File: src/abwh_pkg.sv
package abwh_pkg;

	localparam int BIN_COUNT_DEF = 21;
	localparam int SUM_WIDTH_DEF = 40;

	localparam int AGE_W     = 28;
	localparam int WEIGHT_W  = 24;
	localparam int BIN_W     = 6;
	localparam int OUT_SUM_W = 40;
	localparam int BW_W      = 16;
	localparam int MAX_AGE_W = 20;
	localparam int CFG_IDX_W = 1;
	localparam int CFG_DATA_W = 20;
	localparam int FRAC_W    = 8;

	localparam logic [BW_W-1:0]      BIN_WIDTH_RST = 16'd1825;
	localparam logic [MAX_AGE_W-1:0] MAX_AGE_RST   = 20'd999999;

	localparam int CMDQ_DEPTH = 2;

	typedef enum logic [CFG_IDX_W-1:0] {
		CFG_BIN_WIDTH = 1'b0,
		CFG_MAX_AGE   = 1'b1
	} cfg_reg_t;

	typedef enum logic [1:0] {
		CMD_LOG  = 2'd0,
		CMD_ERR  = 2'd1,
		CMD_DUMP = 2'd2
	} cmd_kind_t;

	typedef struct packed {
		cmd_kind_t           kind;
		logic [BIN_W-1:0]    bin;
		logic [WEIGHT_W-1:0] weight;
		logic                infected;
		logic                new_inf;
	} cmd_t;

	typedef enum logic {
		F_IDLE = 1'b0,
		F_WORK = 1'b1
	} front_state_t;

	typedef enum logic [1:0] {
		B_IDLE     = 2'd0,
		B_UPDATE   = 2'd1,
		B_DUMP_RD  = 2'd2,
		B_DUMP_OUT = 2'd3
	} back_state_t;

endpackage

File: src/abwh_front.sv
module abwh_front import abwh_pkg::*; #(
	parameter int BIN_COUNT = BIN_COUNT_DEF
) (
	input  logic                  clk,
	input  logic                  arst_n,
	input  logic                  push,
	output logic                  full,
	input  logic                  action,
	input  logic [AGE_W-1:0]      age_q8,
	input  logic [WEIGHT_W-1:0]   weight_q16,
	input  logic                  is_infected,
	input  logic                  is_new_infection,
	input  logic                  cfg_valid,
	output logic                  cfg_ready,
	input  logic [CFG_IDX_W-1:0]  cfg_index,
	input  logic [CFG_DATA_W-1:0] cfg_data,
	input  logic                  q_full,
	output logic                  q_push,
	output cmd_t                  q_cmd
);

	localparam int KW = (BIN_COUNT > 1) ? $clog2(BIN_COUNT) : 1;
	localparam int EW = BW_W + $clog2(BIN_COUNT + 1);
	localparam int CW = ((EW + FRAC_W) > AGE_W) ? (EW + FRAC_W) : AGE_W;
	localparam logic [KW-1:0] K_LAST = KW'(BIN_COUNT - 1);

	front_state_t state_q, state_d;

	logic [BW_W-1:0]      bin_width_q;
	logic [MAX_AGE_W-1:0] max_age_q;

	logic                action_q;
	logic [AGE_W-1:0]    age_q;
	logic [WEIGHT_W-1:0] weight_q;
	logic                inf_q;
	logic                newi_q;
	logic [KW-1:0]       k_q;
	logic [EW-1:0]       edge_q;

	logic accept;
	logic age_err;
	logic hit;
	logic done;
	logic step;

	assign cfg_ready = 1'b1;
	assign accept    = push && !full;

	assign age_err = age_q > {max_age_q, {FRAC_W{1'b0}}};
	assign hit     = CW'(age_q) <= CW'({edge_q, {FRAC_W{1'b0}}});
	assign done    = action_q || age_err || hit || (k_q == K_LAST);

	always_comb begin
		state_d = state_q;
		unique case (state_q)
			F_IDLE: if (accept) state_d = F_WORK;
			F_WORK: if (done && !q_full) state_d = F_IDLE;
			default: state_d = F_IDLE;
		endcase
	end

	always_comb begin
		full   = 1'b1;
		q_push = 1'b0;
		step   = 1'b0;
		q_cmd  = '{kind: CMD_LOG, bin: BIN_W'(k_q), weight: weight_q,
			infected: inf_q, new_inf: newi_q};
		priority if (action_q) begin
			q_cmd.kind = CMD_DUMP;
			q_cmd.bin  = '0;
		end else if (age_err) begin
			q_cmd.kind = CMD_ERR;
			q_cmd.bin  = '0;
		end else begin
			q_cmd.kind = CMD_LOG;
		end
		unique case (state_q)
			F_IDLE: full = 1'b0;
			F_WORK: begin
				q_push = done && !q_full;
				step   = !done;
			end
			default: full = 1'b1;
		endcase
	end

	always_ff @(posedge clk or negedge arst_n) begin
		if (!arst_n) begin
			state_q     <= F_IDLE;
			bin_width_q <= BIN_WIDTH_RST;
			max_age_q   <= MAX_AGE_RST;
		end else begin
			state_q <= state_d;
			if (cfg_valid && cfg_ready) begin
				unique case (cfg_reg_t'(cfg_index))
					CFG_BIN_WIDTH: bin_width_q <= cfg_data[BW_W-1:0];
					CFG_MAX_AGE:   max_age_q   <= cfg_data[MAX_AGE_W-1:0];
					default:       max_age_q   <= max_age_q;
				endcase
			end
		end
	end

	// search walks one bin edge per cycle
	always_ff @(posedge clk) begin
		if (accept) begin
			action_q <= action;
			age_q    <= age_q8;
			weight_q <= weight_q16;
			inf_q    <= is_infected;
			newi_q   <= is_new_infection;
			k_q      <= '0;
			edge_q   <= EW'(bin_width_q);
		end else if (step) begin
			k_q    <= k_q + KW'(1);
			edge_q <= edge_q + EW'(bin_width_q);
		end
	end

endmodule

File: src/abwh_cmdq.sv
module abwh_cmdq import abwh_pkg::*; #(
	parameter int DEPTH = CMDQ_DEPTH
) (
	input  logic clk,
	input  logic arst_n,
	input  logic push,
	input  cmd_t wr_cmd,
	output logic full,
	input  logic pop,
	output cmd_t rd_cmd,
	output logic empty
);

	localparam int PW = (DEPTH > 1) ? $clog2(DEPTH) : 1;
	localparam int NW = $clog2(DEPTH + 1);
	localparam logic [PW-1:0] P_LAST = PW'(DEPTH - 1);

	cmd_t            entry_q [DEPTH];
	logic [PW-1:0]   wr_ptr_q;
	logic [PW-1:0]   rd_ptr_q;
	logic [NW-1:0]   count_q;
	logic            do_push;
	logic            do_pop;

	assign full    = count_q == NW'(DEPTH);
	assign empty   = count_q == '0;
	assign do_push = push && !full;
	assign do_pop  = pop && !empty;
	assign rd_cmd  = entry_q[rd_ptr_q];

	always_ff @(posedge clk or negedge arst_n) begin
		if (!arst_n) begin
			wr_ptr_q <= '0;
			rd_ptr_q <= '0;
			count_q  <= '0;
		end else begin
			if (do_push) wr_ptr_q <= (wr_ptr_q == P_LAST) ? '0 : wr_ptr_q + PW'(1);
			if (do_pop)  rd_ptr_q <= (rd_ptr_q == P_LAST) ? '0 : rd_ptr_q + PW'(1);
			if (do_push && !do_pop)      count_q <= count_q + NW'(1);
			else if (do_pop && !do_push) count_q <= count_q - NW'(1);
		end
	end

	always_ff @(posedge clk) begin
		if (do_push) entry_q[wr_ptr_q] <= wr_cmd;
	end

endmodule

File: src/abwh_back.sv
module abwh_back import abwh_pkg::*; #(
	parameter int BIN_COUNT = BIN_COUNT_DEF,
	parameter int SUM_WIDTH = SUM_WIDTH_DEF
) (
	input  logic                 clk,
	input  logic                 arst_n,
	input  logic                 q_empty,
	output logic                 q_pop,
	input  cmd_t                 q_cmd,
	output logic                 empty,
	input  logic                 pop,
	output logic [BIN_W-1:0]     bin_id,
	output logic [OUT_SUM_W-1:0] population_sum,
	output logic [OUT_SUM_W-1:0] infected_sum,
	output logic [OUT_SUM_W-1:0] new_infection_sum,
	output logic                 last_bin,
	output logic                 age_error
);

	localparam int AW = (BIN_COUNT > 1) ? $clog2(BIN_COUNT) : 1;
	localparam int MW = 3 * SUM_WIDTH;
	localparam logic [AW-1:0] A_LAST = AW'(BIN_COUNT - 1);

	function automatic logic [SUM_WIDTH-1:0] sat_add(input logic [SUM_WIDTH-1:0] a,
			input logic [WEIGHT_W-1:0] w);
		logic [SUM_WIDTH:0] s;
		s = {1'b0, a} + (SUM_WIDTH + 1)'(w);
		return s[SUM_WIDTH] ? '1 : s[SUM_WIDTH-1:0];
	endfunction

	back_state_t state_q, state_d;

	logic [MW-1:0]        mem [BIN_COUNT];
	logic [MW-1:0]        rd_data_q;
	logic [BIN_COUNT-1:0] valid_q;
	cmd_t                cur_q;
	logic [AW-1:0]       idx_q;

	logic                out_valid_q;
	logic [BIN_W-1:0]    out_bin_q;
	logic [OUT_SUM_W-1:0] out_pop_q;
	logic [OUT_SUM_W-1:0] out_inf_q;
	logic [OUT_SUM_W-1:0] out_newi_q;
	logic                out_last_q;
	logic                out_err_q;

	logic                out_free;
	logic                rd_en;
	logic [AW-1:0]       rd_addr;
	logic                wr_en;
	logic [MW-1:0]       wr_data;
	logic [AW-1:0]       cur_addr;
	logic                load_out;
	logic                clr_valid;
	logic                is_last;
	logic [MW-1:0]       upd_base;
	logic [MW-1:0]       dump_base;
	logic [SUM_WIDTH-1:0] new_pop;
	logic [SUM_WIDTH-1:0] new_inf;
	logic [SUM_WIDTH-1:0] new_newi;
	logic [BIN_W-1:0]    res_bin;
	logic [MW-1:0]       res_sums;
	logic                res_last;
	logic                res_err;

	assign out_free = !out_valid_q || pop;
	assign cur_addr = cur_q.bin[AW-1:0];
	assign is_last  = idx_q == A_LAST;

	// a bin never written since reset or the last dump reads as zero
	assign upd_base  = valid_q[cur_addr] ? rd_data_q : '0;
	assign dump_base = valid_q[idx_q] ? rd_data_q : '0;

	assign new_pop  = sat_add(upd_base[MW-1:2*SUM_WIDTH], cur_q.weight);
	assign new_inf  = cur_q.infected ?
		sat_add(upd_base[2*SUM_WIDTH-1:SUM_WIDTH], cur_q.weight) :
		upd_base[2*SUM_WIDTH-1:SUM_WIDTH];
	assign new_newi = cur_q.new_inf ?
		sat_add(upd_base[SUM_WIDTH-1:0], cur_q.weight) : upd_base[SUM_WIDTH-1:0];
	assign wr_data  = {new_pop, new_inf, new_newi};

	always_comb begin
		state_d = state_q;
		unique case (state_q)
			B_IDLE: begin
				if (!q_empty) begin
					unique case (q_cmd.kind)
						CMD_LOG:  state_d = B_UPDATE;
						CMD_DUMP: state_d = B_DUMP_RD;
						default:  state_d = B_IDLE;
					endcase
				end
			end
			B_UPDATE:   state_d = B_IDLE;
			B_DUMP_RD:  state_d = B_DUMP_OUT;
			B_DUMP_OUT: if (out_free) state_d = is_last ? B_IDLE : B_DUMP_RD;
			default:    state_d = B_IDLE;
		endcase
	end

	always_comb begin
		q_pop     = 1'b0;
		rd_en     = 1'b0;
		rd_addr   = idx_q;
		wr_en     = 1'b0;
		load_out  = 1'b0;
		clr_valid = 1'b0;
		res_bin   = '0;
		res_sums  = '0;
		res_last  = 1'b0;
		res_err   = 1'b0;
		unique case (state_q)
			B_IDLE: begin
				if (!q_empty) begin
					unique case (q_cmd.kind)
						CMD_LOG: begin
							q_pop   = 1'b1;
							rd_en   = 1'b1;
							rd_addr = q_cmd.bin[AW-1:0];
						end
						CMD_ERR: begin
							q_pop    = out_free;
							load_out = out_free;
							res_last = 1'b1;
							res_err  = 1'b1;
						end
						default: q_pop = 1'b1;
					endcase
				end
			end
			B_UPDATE: wr_en = 1'b1;
			B_DUMP_RD: rd_en = 1'b1;
			B_DUMP_OUT: begin
				load_out  = out_free;
				clr_valid = out_free;
				res_bin   = BIN_W'(idx_q);
				res_sums  = dump_base;
				res_last  = is_last;
			end
			default: q_pop = 1'b0;
		endcase
	end

	always_ff @(posedge clk or negedge arst_n) begin
		if (!arst_n) begin
			state_q     <= B_IDLE;
			valid_q     <= '0;
			idx_q       <= '0;
			out_valid_q <= 1'b0;
		end else begin
			state_q <= state_d;
			if (wr_en)     valid_q[cur_addr] <= 1'b1;
			if (clr_valid) valid_q[idx_q]    <= 1'b0;
			if (state_q == B_IDLE) idx_q <= '0;
			else if (clr_valid && !is_last) idx_q <= idx_q + AW'(1);
			if (load_out)  out_valid_q <= 1'b1;
			else if (pop)  out_valid_q <= 1'b0;
		end
	end

	always_ff @(posedge clk) begin
		if (q_pop) cur_q <= q_cmd;
		if (load_out) begin
			out_bin_q  <= res_bin;
			out_pop_q  <= OUT_SUM_W'(res_sums[MW-1:2*SUM_WIDTH]);
			out_inf_q  <= OUT_SUM_W'(res_sums[2*SUM_WIDTH-1:SUM_WIDTH]);
			out_newi_q <= OUT_SUM_W'(res_sums[SUM_WIDTH-1:0]);
			out_last_q <= res_last;
			out_err_q  <= res_err;
		end
	end

	always_ff @(posedge clk) begin
		if (wr_en) mem[cur_addr] <= wr_data;
	end

	always_ff @(posedge clk) begin
		if (rd_en) rd_data_q <= mem[rd_addr];
	end

	assign empty             = !out_valid_q;
	assign bin_id            = out_bin_q;
	assign population_sum    = out_pop_q;
	assign infected_sum      = out_inf_q;
	assign new_infection_sum = out_newi_q;
	assign last_bin          = out_last_q;
	assign age_error         = out_err_q;

endmodule

File: src/age_binned_weighted_histogram_unit.sv
// A log item is classified by walking the bin edges, one bin edge per cycle, until it hits its bin or the last bin;
// then the update unit reads the bin from the sum memory, adds the weight and writes it back.
// An error result goes through the command queue to the output register; a dump reads each bin in B_DUMP_RD
// and presents it in B_DUMP_OUT, waiting while the output register is still held by the receiver.
// The front end takes a new item only once the last one is pushed; the command queue decouples both sides.
// Reset clears control state, loads default config and marks every bin empty via valid flags.
module age_binned_weighted_histogram_unit import abwh_pkg::*; #(
	parameter int BIN_COUNT = BIN_COUNT_DEF,
	parameter int SUM_WIDTH = SUM_WIDTH_DEF
) (
	input  logic                  clk,
	input  logic                  arst_n,
	input  logic                  push,
	output logic                  full,
	input  logic                  action,
	input  logic [AGE_W-1:0]      age_q8,
	input  logic [WEIGHT_W-1:0]   weight_q16,
	input  logic                  is_infected,
	input  logic                  is_new_infection,
	output logic                  empty,
	input  logic                  pop,
	output logic [BIN_W-1:0]      bin_id,
	output logic [OUT_SUM_W-1:0]  population_sum,
	output logic [OUT_SUM_W-1:0]  infected_sum,
	output logic [OUT_SUM_W-1:0]  new_infection_sum,
	output logic                  last_bin,
	output logic                  age_error,
	input  logic                  cfg_valid,
	output logic                  cfg_ready,
	input  logic [CFG_IDX_W-1:0]  cfg_index,
	input  logic [CFG_DATA_W-1:0] cfg_data
);

	cmd_t fq_cmd;
	cmd_t qb_cmd;
	logic fq_push;
	logic fq_full;
	logic qb_pop;
	logic qb_empty;

	abwh_front #(
		.BIN_COUNT(BIN_COUNT)
	) u_front (
		.clk              (clk),
		.arst_n           (arst_n),
		.push             (push),
		.full             (full),
		.action           (action),
		.age_q8           (age_q8),
		.weight_q16       (weight_q16),
		.is_infected      (is_infected),
		.is_new_infection (is_new_infection),
		.cfg_valid        (cfg_valid),
		.cfg_ready        (cfg_ready),
		.cfg_index        (cfg_index),
		.cfg_data         (cfg_data),
		.q_full           (fq_full),
		.q_push           (fq_push),
		.q_cmd            (fq_cmd)
	);

	abwh_cmdq #(
		.DEPTH(CMDQ_DEPTH)
	) u_cmdq (
		.clk    (clk),
		.arst_n (arst_n),
		.push   (fq_push),
		.wr_cmd (fq_cmd),
		.full   (fq_full),
		.pop    (qb_pop),
		.rd_cmd (qb_cmd),
		.empty  (qb_empty)
	);

	abwh_back #(
		.BIN_COUNT (BIN_COUNT),
		.SUM_WIDTH (SUM_WIDTH)
	) u_back (
		.clk               (clk),
		.arst_n            (arst_n),
		.q_empty           (qb_empty),
		.q_pop             (qb_pop),
		.q_cmd             (qb_cmd),
		.empty             (empty),
		.pop               (pop),
		.bin_id            (bin_id),
		.population_sum    (population_sum),
		.infected_sum      (infected_sum),
		.new_infection_sum (new_infection_sum),
		.last_bin          (last_bin),
		.age_error         (age_error)
	);

endmodule

File: config.mk
export PLATFORM = sky130hd
export DESIGN_NAME = age_binned_weighted_histogram_unit
export DESIGN_NICKNAME = d
export VERILOG_FILES = /design/src/abwh_pkg.sv /design/src/abwh_front.sv /design/src/abwh_cmdq.sv /design/src/abwh_back.sv /design/src/age_binned_weighted_histogram_unit.sv
export SDC_FILE = /design/constraint.sdc
export NUM_CORES = 2
export LEC_CHECK = 0
export BUFFER_PORTS_ARGS = -buffer_cell sky130_fd_sc_hd__clkbuf_2
export CELL_PAD_IN_SITES_DETAIL_PLACEMENT = 1
export CELL_PAD_IN_SITES_GLOBAL_PLACEMENT = 2
export CORE_MARGIN = 3
export CORE_UTILIZATION = 53
export CTS_BUF_LIST = sky130_fd_sc_hd__clkbuf_8 sky130_fd_sc_hd__clkbuf_16
export DETAILED_ROUTE_END_ITERATION = 8
export PLACE_DENSITY = 0.89
export SLEW_MARGIN = 5
export SYNTH_ARGS = -nofsm -noshare
export SYNTH_HDL_FRONTEND = slang
export SYNTH_SLANG_ARGS = --single-unit
File: constraint.sdc
create_clock -name clk -period 22.5 [get_ports clk]
set_clock_uncertainty 0.2 [all_clocks]
set_input_delay 2.25 -clock clk [delete_from_list [all_inputs] [get_ports clk]]
set_output_delay 2.25 -clock clk [all_outputs]
set_load 0.005 [all_outputs]
Word level (Yosys, flattened, before mapping)
Memories as Yosys holds them, arrays and structs flattened. A register that Yosys moved wholly into a read port is not among the register bits.
Cells that the tools add are included.
{"block": "word_totals", "ff_bits": 310, "ramBits": 2588, "inputBits": 81, "output_inout_bits": 131, "word_cells": 154, "memories": 2}
{"name": "u_back.mem", "depth": 21, "word_bits": 120, "read_ports": 1, "rd_ports_with_merged_regs": 1, "wr": 1, "line_no": "abwh_back.sv:33", "source": "logic [MW-1:0] mem [BIN_COUNT];"}
{"name": "u_cmdq.entry_q", "depth": 2, "word_bits": 34, "read_ports": 1, "rd_ports_with_merged_regs": 0, "wr": 1, "line_no": "abwh_cmdq.sv:18", "source": "cmd_t entry_q [DEPTH];"}
{"block": "op_classes", "addsub": 10, "n_lt_le_gt_ge": 6, "eq_ne": 10, "n_mux": 61, "bitwise_logic": 5, "reduce_logical": 31}
{"op": "40-bit 2-to-1 mux", "count": 5}
{"op": "40-bit by 24-bit adder with 41-bit output", "count": 3}
{"op": "120-bit 2-to-1 mux", "count": 1}
{"op": "21-bit 2-to-1 mux", "count": 2}
{"op": "16-bit 2-to-1 mux", "count": 2}
{"op": "5-bit 2-to-1 mux", "count": 6}
{"op": "28-bit by 29-bit <= comparator with 1-bit output", "count": 1}
{"op": "1-bit 2-to-1 mux", "count": 29}
{"op": "28-bit > comparator", "count": 1}
{"op": "21-bit by 16-bit adder with 21-bit output", "count": 1}
{"op": "21-bit bitwise AND", "count": 1}
{"op": "21-bit inverter", "count": 1}
{"op": "21-bit OR", "count": 1}
{"op": "5-bit by 6-bit < comparator with 1-bit output, second input constant", "count": 2}
{"op": "5-bit by 1-bit adder with 5-bit output, second input constant", "count": 2}
{"op": "1-bit binary-select mux with 5-bit select", "count": 2}
{"op": "1-bit demux with 5-bit select", "count": 2}
{"op": "5-bit == test, second input constant", "count": 2}
{"op": "5-bit by 1-bit >= comparator with 1-bit output, second input constant", "count": 2}
{"op": "2-bit 2-to-1 mux", "count": 5}
{"op": "1-bit logical AND", "count": 9}
{"op": "2-bit == test, second input constant", "count": 4}
{"op": "8-bit 2-to-1 mux", "count": 1}
{"op": "1-bit one-hot mux with 2 select lines", "count": 4}
{"op": "14 further kinds", "count": 34}

Depth between registers and ports, before layout
{"block": "logic_depth", "depth_word": 11, "ltp_mapped": 21, "ltp_nobuf": 17}

By module
A second synthesis with hierarchy kept.
{"block": "hier_totals", "hier_cells": 6636, "area_unflattened_um2": 121597.9}
{"mod": "abwh_back", "instances": 1, "cells_per_inst": 6020, "area_each_um2": 112784.4, "seq_area_each_um2": 84746.3}
{"mod": "abwh_front", "instances": 1, "cells_per_inst": 491, "area_each_um2": 6012.0, "seq_area_each_um2": 3279.4}
{"mod": "abwh_cmdq", "instances": 1, "cells_per_inst": 125, "area_each_um2": 2801.4, "seq_area_each_um2": 2142.1}

Worst setup path after synthesis
Ideal clock, no wire load.
{"block": "synth_path", "path_type": "flip-flop to flip-flop", "start": "register u_back.state_q[1]", "end": "memory u_back.mem[20][0] (netlist name) (enable)", "setup_ns": 0.773, "arrival_ns": 9.717, "t_required_ns": 21.527, "path_slack_ns": 11.811, "path_stages_with_launch": 7, "path_buffers": 0, "period_less_slack_ns": 10.689, "path_cell_list": "dfrtp_1 -> inv_1 -> ha_1 -> nand3_1 -> inv_1 -> nand2_1 -> nor3b_1"}
{"block": "synth_via", "elab_chain_len": 4}
{"item": "start: declaration", "line_no": "abwh_back.sv:31", "source": "back_state_t state_q, state_d;"}
{"item": "start signal: assignment", "line_no": "abwh_back.sv:151", "source": "state_q <= state_d;"}
{"item": "2-bit by 1-bit == test with 1-bit output", "line_no": "abwh_back.sv:112", "source": "unique case (state_q)"}
{"item": "1-bit 2-to-1 mux", "line_no": "abwh_back.sv:112"}
{"item": "1-bit 2-to-1 mux", "line_no": "abwh_back.sv:174", "source": "if (wr_en) mem[cur_addr] <= wr_data;"}
{"item": "1-bit 2-to-1 mux (not written as such)", "line_no": "abwh_back.sv:174"}
{"item": "end: declaration", "line_no": "abwh_back.sv:33"}
No other way between the ends.

Worst setup path after layout
{"block": "layout_path", "start": "register u_back.cur_q, in the netlist u_back.cur_addr[0]", "end": "memory u_back.mem[2][33] (netlist name) (data pin)"}
{"block": "layout_via", "elab_chain_len": 6}
{"item": "start: declaration", "line_no": "abwh_back.sv:36", "source": "cmd_t cur_q;"}
{"item": "start signal: assignment", "line_no": "abwh_back.sv:162", "source": "if (q_pop) cur_q <= q_cmd;"}
{"item": "1-bit binary-select mux with 5-bit select *", "line_no": "abwh_back.sv:71", "source": "assign upd_base = valid_q[cur_addr] ? rd_data_q : '0;"}
{"item": "1-bit 2-to-1 mux (not written as such) *", "line_no": "abwh_back.sv:71"}
{"item": "120-bit 2-to-1 mux *", "line_no": "abwh_back.sv:71"}
{"item": "40-bit by 24-bit adder with 41-bit output", "line_no": "abwh_back.sv:27", "source": "s = {1'b0, a} + (SUM_WIDTH + 1)'(w);"}
{"item": "40-bit 2-to-1 mux", "line_no": "abwh_back.sv:28", "source": "return s[SUM_WIDTH] ? '1 : s[SUM_WIDTH-1:0];"}
{"item": "40-bit 2-to-1 mux *", "line_no": "abwh_back.sv:78", "source": "assign new_newi = cur_q.new_inf ?"}
{"item": "net u_back.new_newi[33]", "line_no": "abwh_back.sv:60", "source": "logic [SUM_WIDTH-1:0] new_newi;"}
Mark *: on every way through the listed nets, which the timed path passes. The rest lies on a longest branch. The select of a mux whose other input is x is not followed.

==> summary.txt <==
Synth
  – Main synth FF type: edfxtp_1
  – Synth Net Count: 6,291
  – Number of library cell types mapped by synthesis: 92
  – Synth Register Bits: 3,015
  – Mean Syn Cell Area: 20.0 µm²
  – Number of standard cells after synthesis: 6,067
  – Yosys top cell by area: edfxtp_1
  – Fraction of post-synthesis cell area in the top cell type by area: 72.7%
  – Total standard cell area after synthesis: 121,000 µm²
  – Seq/Total Area, Yosys: 74.3%
  – Biggest area contributors in the synthesized netlist: edfxtp_1 (73%), mux4_2 (11%), mux2i_1 (2.0%)
  – Number of flops mapped to enable cells by yosys: 2,935
  – Async S/R FF share, synth: 2.32%
  – Ys Warns: 0

Detailed routing
  – Vias: 64,800
  – Count of nets left with antenna violations after detail routing: 0
  – Routed wirelength normalized by instance count: 35.2 µm
  – Total length of routed wires: 342,000 µm
  – Detailed-route DRC error count: 0
  – DRT iter0 DRCs: 8,239
  – Length of the first detailed-routing pass in iterations: 6
  – DR vias/cell: 6.67

Global routing
  – GRT Resource Usage Total: 29.2%
  – Number of global-route vias before repair: 68,300
  – Pin count of the biggest net entering global routing: 128
  – First-pass GRT wire length: 494,000 µm
  – Number of antenna violations at the first check in global routing: 20
  – Final global-route overflow total: 0

Layout
  – Final #Nets: 6,693
  – Share of cells above drive strength 1: 25.4%
  – Signed area change from the synthesized netlist to the final layout: 12.5%

Clock tree
  – Number of hold buffers added after cts: 0
  – Gates resized, CTS repair: 0
  – Clock network latency to the later pin of the worst-skew pair: 0.95 ns
  – TritonCTS clock tree: yes
  – CTS root buffer: clkbuf_16
  – Reg clk slew, reported paths: 0.06 ns
  – Number of levels the H-tree was split into: 5
  – Post-CTS Setup Bufs: 0
  – Total clock buffers created by CTS: 321
  – Total clock sinks: 3,015
  – Number of buffers between clock root and the deepest sink: 4

Floorplan
  – Core region area: 226,000 µm²
  – Starting utilization of the core area: 53.6%
  – Ports placed on the boundary: 212
  – Horizontal die dimension: 484 µm
  – Floorplan die area: 234,000 µm²
  – Placement row count: 174
  – Vertical die dimension: 484 µm

Placement
  – Weighted congestion reported at the end of routability-driven placement: 0.816
  – Hpwl dp: 179,000 µm
  – Setup slack at placement: 14.87 ns
  – Port bufs: 209

Setup path
  – Arrival time at the worst endpoint: 8.02 ns
  – Register-to-register path setup slack: 14.78 ns
  – Launching point of the worst reg2reg path: u_back.cur_addr[0]
  – Depth of the most critical reg-to-reg path: 18
  – Capture instance of the worst register-to-register path: u_back.mem[2][33]
  – CP Capture Type: flip-flop
  – Worst-path fanout max: 51
  – Type of the setup path with the least slack: reg -> reg
  – Data required time at the worst endpoint: 22.80 ns
  – Critical path startpoint category: flip-flop

Timing
  – Count of final hold-check violations: 0
  – Least setup slack across all paths after layout: 14.78 ns
  – Unrepaired setup endpoints after global routing: no
  – Worst slack on hold paths: 0.241 ns
  – Fin crit period: 7.72 ns
  – Worst Tran Pin Value: 1.32 ns
  – Summed negative setup slack over all endpoints: 0 ns
  – Fmax achieved: 129 MHz
  – Final Cycle Share: 34.3%
  – Max-slew headroom at the worst pin: 11.7%
  – Final number of setup-violating endpoints: 0
  – Max-slew violation count: 0

Min path
  – Hold path startpoint: u_front.weight_q[23]
  – Hold Path Class: reg -> reg
  – Worst Hold Path Cells: 0
  – End point of the worst hold path: u_cmdq.entry_q[1][25]

Pwr
  – IR Drop Worst-Case VDD: 0.0000938 V
  – Pwr per Cell Area: 143 nW/µm²
  – Total leakage power: 47.4 nW

Job
  – Maximum Capacitance Violations: 0

Run status
  – Run status: finished clean
-- logic make-up after synthesis --
| logic type | count (synthesis) | share of synthesized area, % |
|---|---|---|
| flops | 3015 | 74.3 |
| mux | 1043 | 15.1 |
| simple gates | 782 | 3.30 |
| compound gates | 592 | 3.44 |
| buf+inv | 379 | 1.48 |
| fa+ha+maj | 143 | 1.50 |
| xor+xnor | 111 | 0.802 |
| other cells | 2 | 0.00620 |
-- stage by stage --
stage	instance area [µm²]	total power, mW	cells	util, %
CTS	136000	19.5	9694	60.2
floorplan	121000	12.3	6067	-
detailed placement	126000	14.4	9138	55.8
finish	136000	19.5	9722	60.3
global placement	126000	13.9	9137	55.8
global route	136000	20.3	9700	60.2
-- sequential cells by signal (all words and copies together) (netlist names), 21 cells and up --
register,cells
u_back.cur_q,26
u_back.infected_sum,40
u_back.mem,2520
u_back.new_infection_sum,40
u_back.population_sum,40
u_back.rd_data_q,120
u_back.valid_q,21
u_cmdq.entry_q,66
u_front.age_q,28
u_front.edge_q,21
u_front.weight_q,24
-- report_power, final --
part	total, mW	switching (mW)	internal [mW]	leakage [nW]
combinational	5.61	3.72	1.88	14.5
clock	5.06	2.14	2.91	5.07
sequential	8.83	0.539	8.29	27.8
-- worst max-delay path, cell delays in order, from the launching register on --
cell and delay (ns):
edfxtp_1 0.68, mux4_2 0.62, a31oi_1 0.35, o2111ai_4 0.19, buf_4 0.38, buf_4 0.44
nand2_1 0.19, inv_1 0.06, ha_1 0.22, fa_1 0.48, a211oi_1 0.36, o21ai_0 0.19
o211a_1 0.18, o22a_1 0.26, o32a_1 0.43, a211o_1 0.47, and2_2 0.35, nand2_1 0.58
o21ai_1 0.61
-- worst max path at each step --
| stage | cells after the start | endpoint | slack [ns] | start |
|---|---|---|---|---|
| after floorplan | 6 | u_back.mem[20][0] | 11.81 | u_back.state_q[1] |
| after global placement | 19 | u_back.mem[18][20] | 15.19 | u_back.cur_addr[0] |
| after detailed placement | 19 | u_back.mem[10][11] | 14.87 | u_back.cur_addr[2] |
| after CTS | 19 | u_back.mem[1][10] | 14.80 | u_back.cur_addr[2] |
| after global routing | 18 | u_back.mem[17][69] | 14.58 | u_back.cur_addr[2] |
| final | 18 | u_back.mem[2][33] | 14.78 | u_back.cur_addr[0] |
-- layer usage --
layer | GRT usage [%] | wire, µm | vias up
li1 | - | - | 25700
met1 | 38.8 | 127000 | 34300
met2 | 47.7 | 168000 | 3975
met3 | 4.99 | 30500 | 862
met4 | 13.1 | 16200 | 2
met5 | 0 | 13 | -
-- cell type report --
class | count | area, µm²
clock buffer | 328 | 8200
antenna | 28 | 70.1
tap | 2992 | 3740
timing repair buffer | 370 | 2480
multi-input combinational | 2673 | 29700
clock inverter | 228 | 1660
inverter | 88 | 332
fill | 18900 | 89900
sequential | 3015 | 90100
-- cells in the mapped netlist, drive strengths merged (5+ instances only) --
cell,instances
o21bai,15
a41oi,7
xnor2,41
and3,31
o21a,19
xor2,70
or3,7
a31oi,54
and4,8
nor2b,23
a21oi,105
mux4,609
clkbuf,124
edfxtp,2935
a211oi,21
mux2i,251
a21o,47
and2,212
dfrtp,53
dfstp,17
buf,167
mux2,183
nand3,42
nand4,18
a2111oi,6
inv,87
nand2,241
o22a,20
nor4,5
nor3,20
o211ai,19
nand2b,21
o21ai,109
o221ai,118
nor2,132
dfxtp,10
ha,139
a221oi,5
a211o,10
-- cells in the final DEF, fill, tap and decap left out, types with 41 or more instances in the layout --
cell type | synthesis | routed
and2_1 | 211 | 210
xnor2_1 | 41 | 41
buf_4 | 55 | 144
a21oi_1 | 104 | 100
clkinv_2 | 0 | 59
nor2_1 | 132 | 113
dfrtp_1 | 53 | 52
clkbuf_2 | 0 | 208
nand3_1 | 41 | 41
o221ai_1 | 118 | 118
ha_1 | 139 | 139
inv_1 | 86 | 137
clkbuf_16 | 0 | 327
xor2_1 | 70 | 70
nand2_1 | 240 | 239
clkinv_1 | 1 | 81
edfxtp_1 | 2935 | 2935
mux2i_1 | 248 | 247
mux4_2 | 609 | 609
mux2_2 | 183 | 183
a21o_1 | 47 | 47
o21ai_0 | 97 | 89
Power figures use the tool's default switching activity.
